--- src/rtl/mpc_pkg.sv ---
// ----------------------------------------------------------------------------
// mpc_pkg
// Shared constants, register indexes and the command and status bundles that
// pass between the colouriser's controller and its datapath.
// ----------------------------------------------------------------------------
package mpc_pkg;

    // Default sizing of the pixel indexes and of the round counter.
    localparam int COORD_BITS_DEF = 12;
    localparam int ITER_BITS_DEF  = 10;

    // Configuration port.
    localparam int CFG_W       = 32;
    localparam int CFG_INDEX_W = 3;
    localparam int MAX_ITER_W  = 10;
    localparam int ESC_W       = 4;

    localparam logic [CFG_INDEX_W-1:0] CFG_START_RE = 3'd0;
    localparam logic [CFG_INDEX_W-1:0] CFG_START_IM = 3'd1;
    localparam logic [CFG_INDEX_W-1:0] CFG_STEP_RE  = 3'd2;
    localparam logic [CFG_INDEX_W-1:0] CFG_STEP_IM  = 3'd3;
    localparam logic [CFG_INDEX_W-1:0] CFG_MAX_ITER = 3'd4;
    localparam logic [CFG_INDEX_W-1:0] CFG_ESC_RSQ  = 3'd5;

    localparam logic signed [CFG_W-1:0] START_RE_RST = -32'sd536870912;
    localparam logic signed [CFG_W-1:0] START_IM_RST = -32'sd402653184;
    localparam logic signed [CFG_W-1:0] STEP_RE_RST  = 32'sd1677722;
    localparam logic signed [CFG_W-1:0] STEP_IM_RST  = 32'sd1677722;
    localparam logic [MAX_ITER_W-1:0]   MAX_ITER_RST = 10'd64;
    localparam logic [ESC_W-1:0]        ESC_RSQ_RST  = 4'd4;

    // Fixed point: Q4.28 values, squares in Q8.56.
    localparam int FRAC_BITS = 28;

    // Colour scale: u = rounds * 767 / limit, green = (u >> 1) & 0xff, blue = u & 0xff.
    localparam int U_W     = 10;
    localparam int U_SCALE = 767;
    localparam logic [U_W-1:0] U_MAX = 10'h2ff;

    // Result fields.
    localparam int OUT_COORD_W = 12;
    localparam int COLOR_W     = 8;
    localparam int OUT_ITER_W  = 10;
    localparam int OUT_TDATA_W = 56;

    typedef struct packed {
        logic capture;     // latch the pixel indexes
        logic c_mult;      // form index * step products
        logic c_add;       // form c, clear z and the round counter
        logic z_mult;      // square and cross products of z
        logic z_step;      // z = z*z + c, count the round
        logic end_escape;  // pixel escaped at the previous round
        logic end_limit;   // round limit reached
        logic div_start;   // start the colour scale division
        logic out_load;    // load the result register
    } ctrl_cmd_t;

    typedef struct packed {
        logic escape;      // |z|^2 above the bound after a round
        logic at_limit;    // round counter equals the limit
        logic black;       // pixel is drawn black
        logic limit_zero;  // limit of zero rounds
        logic div_done;    // division finished
    } dp_status_t;

endpackage

--- src/rtl/mpc_ctrl.sv ---
// ----------------------------------------------------------------------------
// mpc_ctrl
// Sequencer for one pixel at a time, plus the valid flag of the result
// register.
// ----------------------------------------------------------------------------
module mpc_ctrl (
    input  logic                clk,
    input  logic                rst_n,
    input  logic                in_valid,
    output logic                in_ready,
    output logic                out_valid,
    input  logic                out_ready,
    output mpc_pkg::ctrl_cmd_t  cmd,
    input  mpc_pkg::dp_status_t status
);

    localparam logic [2:0] S_IDLE = 3'd0;
    localparam logic [2:0] S_CMUL = 3'd1;
    localparam logic [2:0] S_CADD = 3'd2;
    localparam logic [2:0] S_ZMUL = 3'd3;
    localparam logic [2:0] S_ZUPD = 3'd4;
    localparam logic [2:0] S_FIN  = 3'd5;
    localparam logic [2:0] S_DIV  = 3'd6;
    localparam logic [2:0] S_OUT  = 3'd7;

    logic [2:0] state_reg, state_next;
    logic       out_valid_reg, out_valid_next;

    always_comb
    begin
        state_next = state_reg;
        cmd        = '0;
        case (state_reg)
            S_IDLE:
            begin
                if (in_valid)
                begin
                    cmd.capture = 1'b1;
                    state_next  = S_CMUL;
                end
            end
            S_CMUL:
            begin
                cmd.c_mult = 1'b1;
                state_next = S_CADD;
            end
            S_CADD:
            begin
                cmd.c_add  = 1'b1;
                state_next = S_ZMUL;
            end
            S_ZMUL:
            begin
                cmd.z_mult = 1'b1;
                state_next = S_ZUPD;
            end
            S_ZUPD:
            begin
                // Escape of the last round takes precedence over the limit.
                if (status.escape)
                begin
                    cmd.end_escape = 1'b1;
                    state_next     = S_FIN;
                end
                else if (status.at_limit)
                begin
                    cmd.end_limit = 1'b1;
                    state_next    = S_FIN;
                end
                else
                begin
                    cmd.z_step = 1'b1;
                    state_next = S_ZMUL;
                end
            end
            S_FIN:
            begin
                if (status.black || status.limit_zero)
                    state_next = S_OUT;
                else
                begin
                    cmd.div_start = 1'b1;
                    state_next    = S_DIV;
                end
            end
            S_DIV:
            begin
                if (status.div_done)
                    state_next = S_OUT;
            end
            S_OUT:
            begin
                if (!out_valid_reg || out_ready)
                begin
                    cmd.out_load = 1'b1;
                    state_next   = S_IDLE;
                end
            end
            default:
            begin
                state_next = S_IDLE;
            end
        endcase
    end

    always_comb
    begin
        if (cmd.out_load)
            out_valid_next = 1'b1;
        else if (out_ready)
            out_valid_next = 1'b0;
        else
            out_valid_next = out_valid_reg;
    end

    always_ff @(posedge clk or negedge rst_n)
    begin
        if (!rst_n)
        begin
            state_reg     <= S_IDLE;
            out_valid_reg <= 1'b0;
        end
        else
        begin
            state_reg     <= state_next;
            out_valid_reg <= out_valid_next;
        end
    end

    assign in_ready  = state_reg == S_IDLE;
    assign out_valid = out_valid_reg;

endmodule

--- config.mk ---
export PLATFORM = sky130hd
export DESIGN_NAME = mpc_ctrl
export DESIGN_NICKNAME = d
export VERILOG_FILES = /design/src/rtl/mpc_pkg.sv /design/src/rtl/mpc_ctrl.sv
export SDC_FILE = /design/constraint.sdc
export NUM_CORES = 1
export LEC_CHECK = 0
export BUFFER_PORTS_ARGS = -buffer_cell sky130_fd_sc_hd__buf_2
export CAP_MARGIN = 10
export CELL_PAD_IN_SITES_DETAIL_PLACEMENT = 1
export CELL_PAD_IN_SITES_GLOBAL_PLACEMENT = 2
export CORE_MARGIN = 2
export CORE_UTILIZATION = 17
export DETAILED_ROUTE_END_ITERATION = 7
export PLACE_DENSITY = 0.71
export SETUP_SLACK_MARGIN = 0.5
export SYNTH_ARGS = -nofsm -noshare
export SYNTH_HDL_FRONTEND = slang
export SYNTH_SLANG_ARGS = --single-unit
export TNS_END_PERCENT = 5
--- constraint.sdc ---
create_clock -name clk -period 1 [get_ports clk]
set_input_delay 0.1 -clock clk [delete_from_list [all_inputs] [get_ports clk]]
set_output_delay 0.1 -clock clk [all_outputs]
set_load 0.1 [all_outputs]
Word-level counts from Yosys, hierarchy flattened
Index checks and enable logic that the tools add are counted.
{ "word_totals": {"regBits": 4, "inputBits": 9, "out_inout_bits": 11, "wordCells": 42} }
{ "classes": {"n_eq_ne": 10, "muxes": 24, "reduce_logical": 6} }
{ "ops": {"columns": ["cell", "n"], "rows": [
  ["$pmux W3 S8", 1],
  ["$mux W3", 6],
  ["$mux W1", 17],
  ["$eq A3 B3 Y1 const B", 4],
  ["$eq A3 B2 Y1 const B", 2],
  ["$ne A2 B2 Y1 const B", 3],
  ["$eq A3 B1 Y1 const B", 1],
  ["$logic_not A3 Y1", 1],
  ["$reduce_and A3 Y1", 1],
  ["$logic_or A1 B1 Y1", 2],
  ["$reduce_bool A2 Y1", 1],
  ["$logic_not A1 Y1", 1]
]} }

Logic depth before layout (Yosys ltp)
{ "depth": {"ltp_word": 5, "ltp_mapped": 4, "mapped_depth_nobuf": 3} }

Worst setup path before layout
Ideal clock, no wire load.
{ "synth_path": {"path_type": "reg-to-output", "startpoint": "register state_reg[1]", "endpoint": "output port cmd[8] (netlist bit)", "arrival_time_ns": 3.562, "required_time_ns": 0.900, "path_slack_ns": -2.662, "path_stages_with_launch": 4, "path_buffers": 1, "path_cell_list": "dfrtp_1 -> buf_4 -> nor3_1 -> and2_1"} }
{ "synth_lines": {"columns": ["element", "line", "rtl"], "rows": [
  ["from (decl)", "mpc_ctrl.sv:26", "logic [2:0] state_reg, state_next;"],
  ["from (signal assigned)", "mpc_ctrl.sv:125", "state_reg <= state_next;"],
  ["to (decl)", "mpc_ctrl.sv:13", "output mpc_pkg::ctrl_cmd_t cmd,"]
]} }

==> impl_metrics.tcl <==
set metrics [dict create \
    hpwl_um 941 \
    cp.arrival_ns 1.35 \
    initial_utilization_pct 18.1 \
    synth_seq_cells 4 \
    synthCells 40 \
    vias_per_cell 4.33 \
    cts_buffer_depth 2 \
    clock-sinks 4 \
    num_vias 416 \
    status "complete, but fails checks" \
    ant_nets 0 \
    synth_area_leaders "dfrtp_1 (32%), nor2_1 (8.3%), buf_4 (7.1%)" \
    rsz0062_at_grt "yes" \
    insertion_delay_ns 0.24 \
    cts_tree "done" \
    setup_slack_ns -0.451 \
    tightest_slew_ns 0.227 \
    setup_violations 14 \
    ys_seq_area_share_pct 31.6 \
    dieHeight_um 47.2 \
    worstPathCellList "nor2_2 > nand2_2 > nor3b_4 > buf_12" \
    maxCapViolCount 0 \
    slew-limit-headroom_pct 84.8 \
    drcViolationCount 0 \
    finalCritPeriodShare_pct 145 \
    worst_setup_path_end_kind "output pin" \
    htree_levels 1 \
    finalHoldViolCount 0 \
    cts_buffers 3 \
    area_growth_pct 144 \
    synth_top_area_share_pct 31.6 \
    fin_crit_ns 1.45 \
    grt_start_max_net_pins 9 \
    criticalPathCategory "reg -> out" \
    design.die.area_um2 2220 \
    clock_tree.root_cell "clkbuf_4" \
    crit_path_start_kind "register" \
    dieWidth_um 47.2 \
    fmax_ghz 0.689 \
    detail_route.wl_per_cell_um 12.4 \
    slowest_delay_ns 0.39 \
    crit_buf_inv 1 \
    avgSynthCellArea_um2 7.91 \
    yosysWarnings 0 \
    fin_nets 82 \
    ys_types 21 \
    finClkSkew_ns 0.000271 \
    cts_setup_buffers 0 \
    largest_register_ffs 3 \
    violations "setup timing" \
    grt_first_pass_wirelength_um 1880 \
    io-pin-count 20 \
    wirelength_um 1190 \
    final-max-slew-violation-count 0 \
    antenna_cells 0 \
    first_pass_iters 4 \
    port-buffer-count 19 \
    critical_path_peak_fanout 3 \
    place_congestion 0.770 \
    yosysTopAreaCell "dfrtp_1" \
    core_um2 1750 \
    fillers 201 \
    grt_antenna_before_repair 0 \
    globalRouteOverflowTotal 0 \
    syn-cell-area_um2 317 \
    drive_gt1_share_pct 69.0 \
    fin_tns_setup_ns -4.14 \
    rows 15 \
    crit_family "simple AND/OR/NAND/NOR gates" \
    clk_pin_slew_ns 0.04 \
    grt_usage_pct 12.5 \
    syn_nets 49 \
    hold_path.class "in -> async" \
    worstPathRequired_ns 0.90 \
    grt_pass1_vias 451 \
    slowest_stage "dfrtp_1" \
    drt_iter0_drc 4 \
]
## layer usage
layer / vias to the layer above / global-route usage, % / wire length (um)
met4: 0 / 8.33 / 29
met3: 5 / 2.69 / 37
li1: 199 / - / -
met5: - / 0 / 0
met2: 11 / 23.6 / 696
met1: 201 / 11.9 / 424
## final timing paths
path	to	slack [ns]	start	depth (start not counted)
setup / recovery	cmd[2]	-0.45	state_reg[1]	4
hold / removal	out_valid	0.19	rst_n	2
setup reg to reg	state_reg[0]	-0.20	state_reg[1]	4
hold reg to reg	state_reg[0]	0.63	state_reg[0]	2
max in group asynchronous	state_reg[2]	0.67	rst_n	2
min in group clk	state_reg[2]	0.25	status[3]	3
## cell usage after synthesis
library cell	instances
and2b_1	1
buf_4	3
dfrtp_1	4
a21oi_1	3
nor2_1	7
and4_2	1
a22oi_2	1
and3_1	1
inv_1	1
o21ai_0	2
nor3b_1	2
nor3_1	2
buf_6	1
o22ai_1	1
or3_1	1
o31ai_1	1
nand2_1	3
and2_1	1
nand3_1	1
or3_4	1
nand2b_1	2
## logic make-up after synthesis
family                 Yosys count  share of synthesized area, %
buffers and inverters            5                          11.9
DFF                              4                          31.6
and+or+nand+nor                 23                          40.3
AOI/OAI and AO/OA                8                          16.2
## area by class of cell
type | instances | area [um^2] | area share (%)
Inverter | 1 | 3.75 | 0.486
Tap cell | 25 | 31.3 | 4.05
Multi-Input combinational cell | 31 | 249 | 32.3
Clock buffer | 3 | 22.5 | 2.92
Timing Repair Buffer | 32 | 364 | 47.2
Sequential cell | 4 | 101 | 13.1
## metrics by stage
step           util [%]  hold WS (ns)  instance area (um^2)  worst slack (ns)  cells
6_report           44.2         0.195                   772            -0.451     96
5_1_grt            44.2         0.210                   772            -0.514     96
4_1_cts            43.9         0.190                   767            -0.453     96
3_5_place_dp       41.1       -0.0882                   717            -0.270     92
3_3_place_gp       41.1       -0.0919                   717            -0.205     92
2_1_floorplan         -        -0.196                   369            -0.891     40
## cell usage in the layout, fill, tap and decap left out
cell and count:
dfrtp_1 3, and4_2 1, inv_1 1, buf_4 11, nand3_1 1, nor2_4 1
dfrtp_2 1, o21ai_1 1, a21oi_1 3, o21ai_0 1, o22ai_1 1, nor3b_4 2
a22oi_2 1, nand2_1 2, nor3_4 2, or3_1 1, o31ai_1 1, clkbuf_4 3
buf_6 1, and3_4 1, nand2b_1 2, nand2_2 1, buf_12 11, dlygate4sd3_1 1
or3_4 1, and2_4 1, buf_2 8, nor2_1 3, and2b_1 1, nor2_2 3
## timing repair
item,in CTS,in global routing
endpoints found under the setup margin,15,15
pin swaps,2,0
hold endpoints to repair,4,0
hold buffers,1,0
resized for setup,7,1
Power is not shown: default switching activity piles up to over one toggle a cycle in this logic, so the estimate is an artifact.
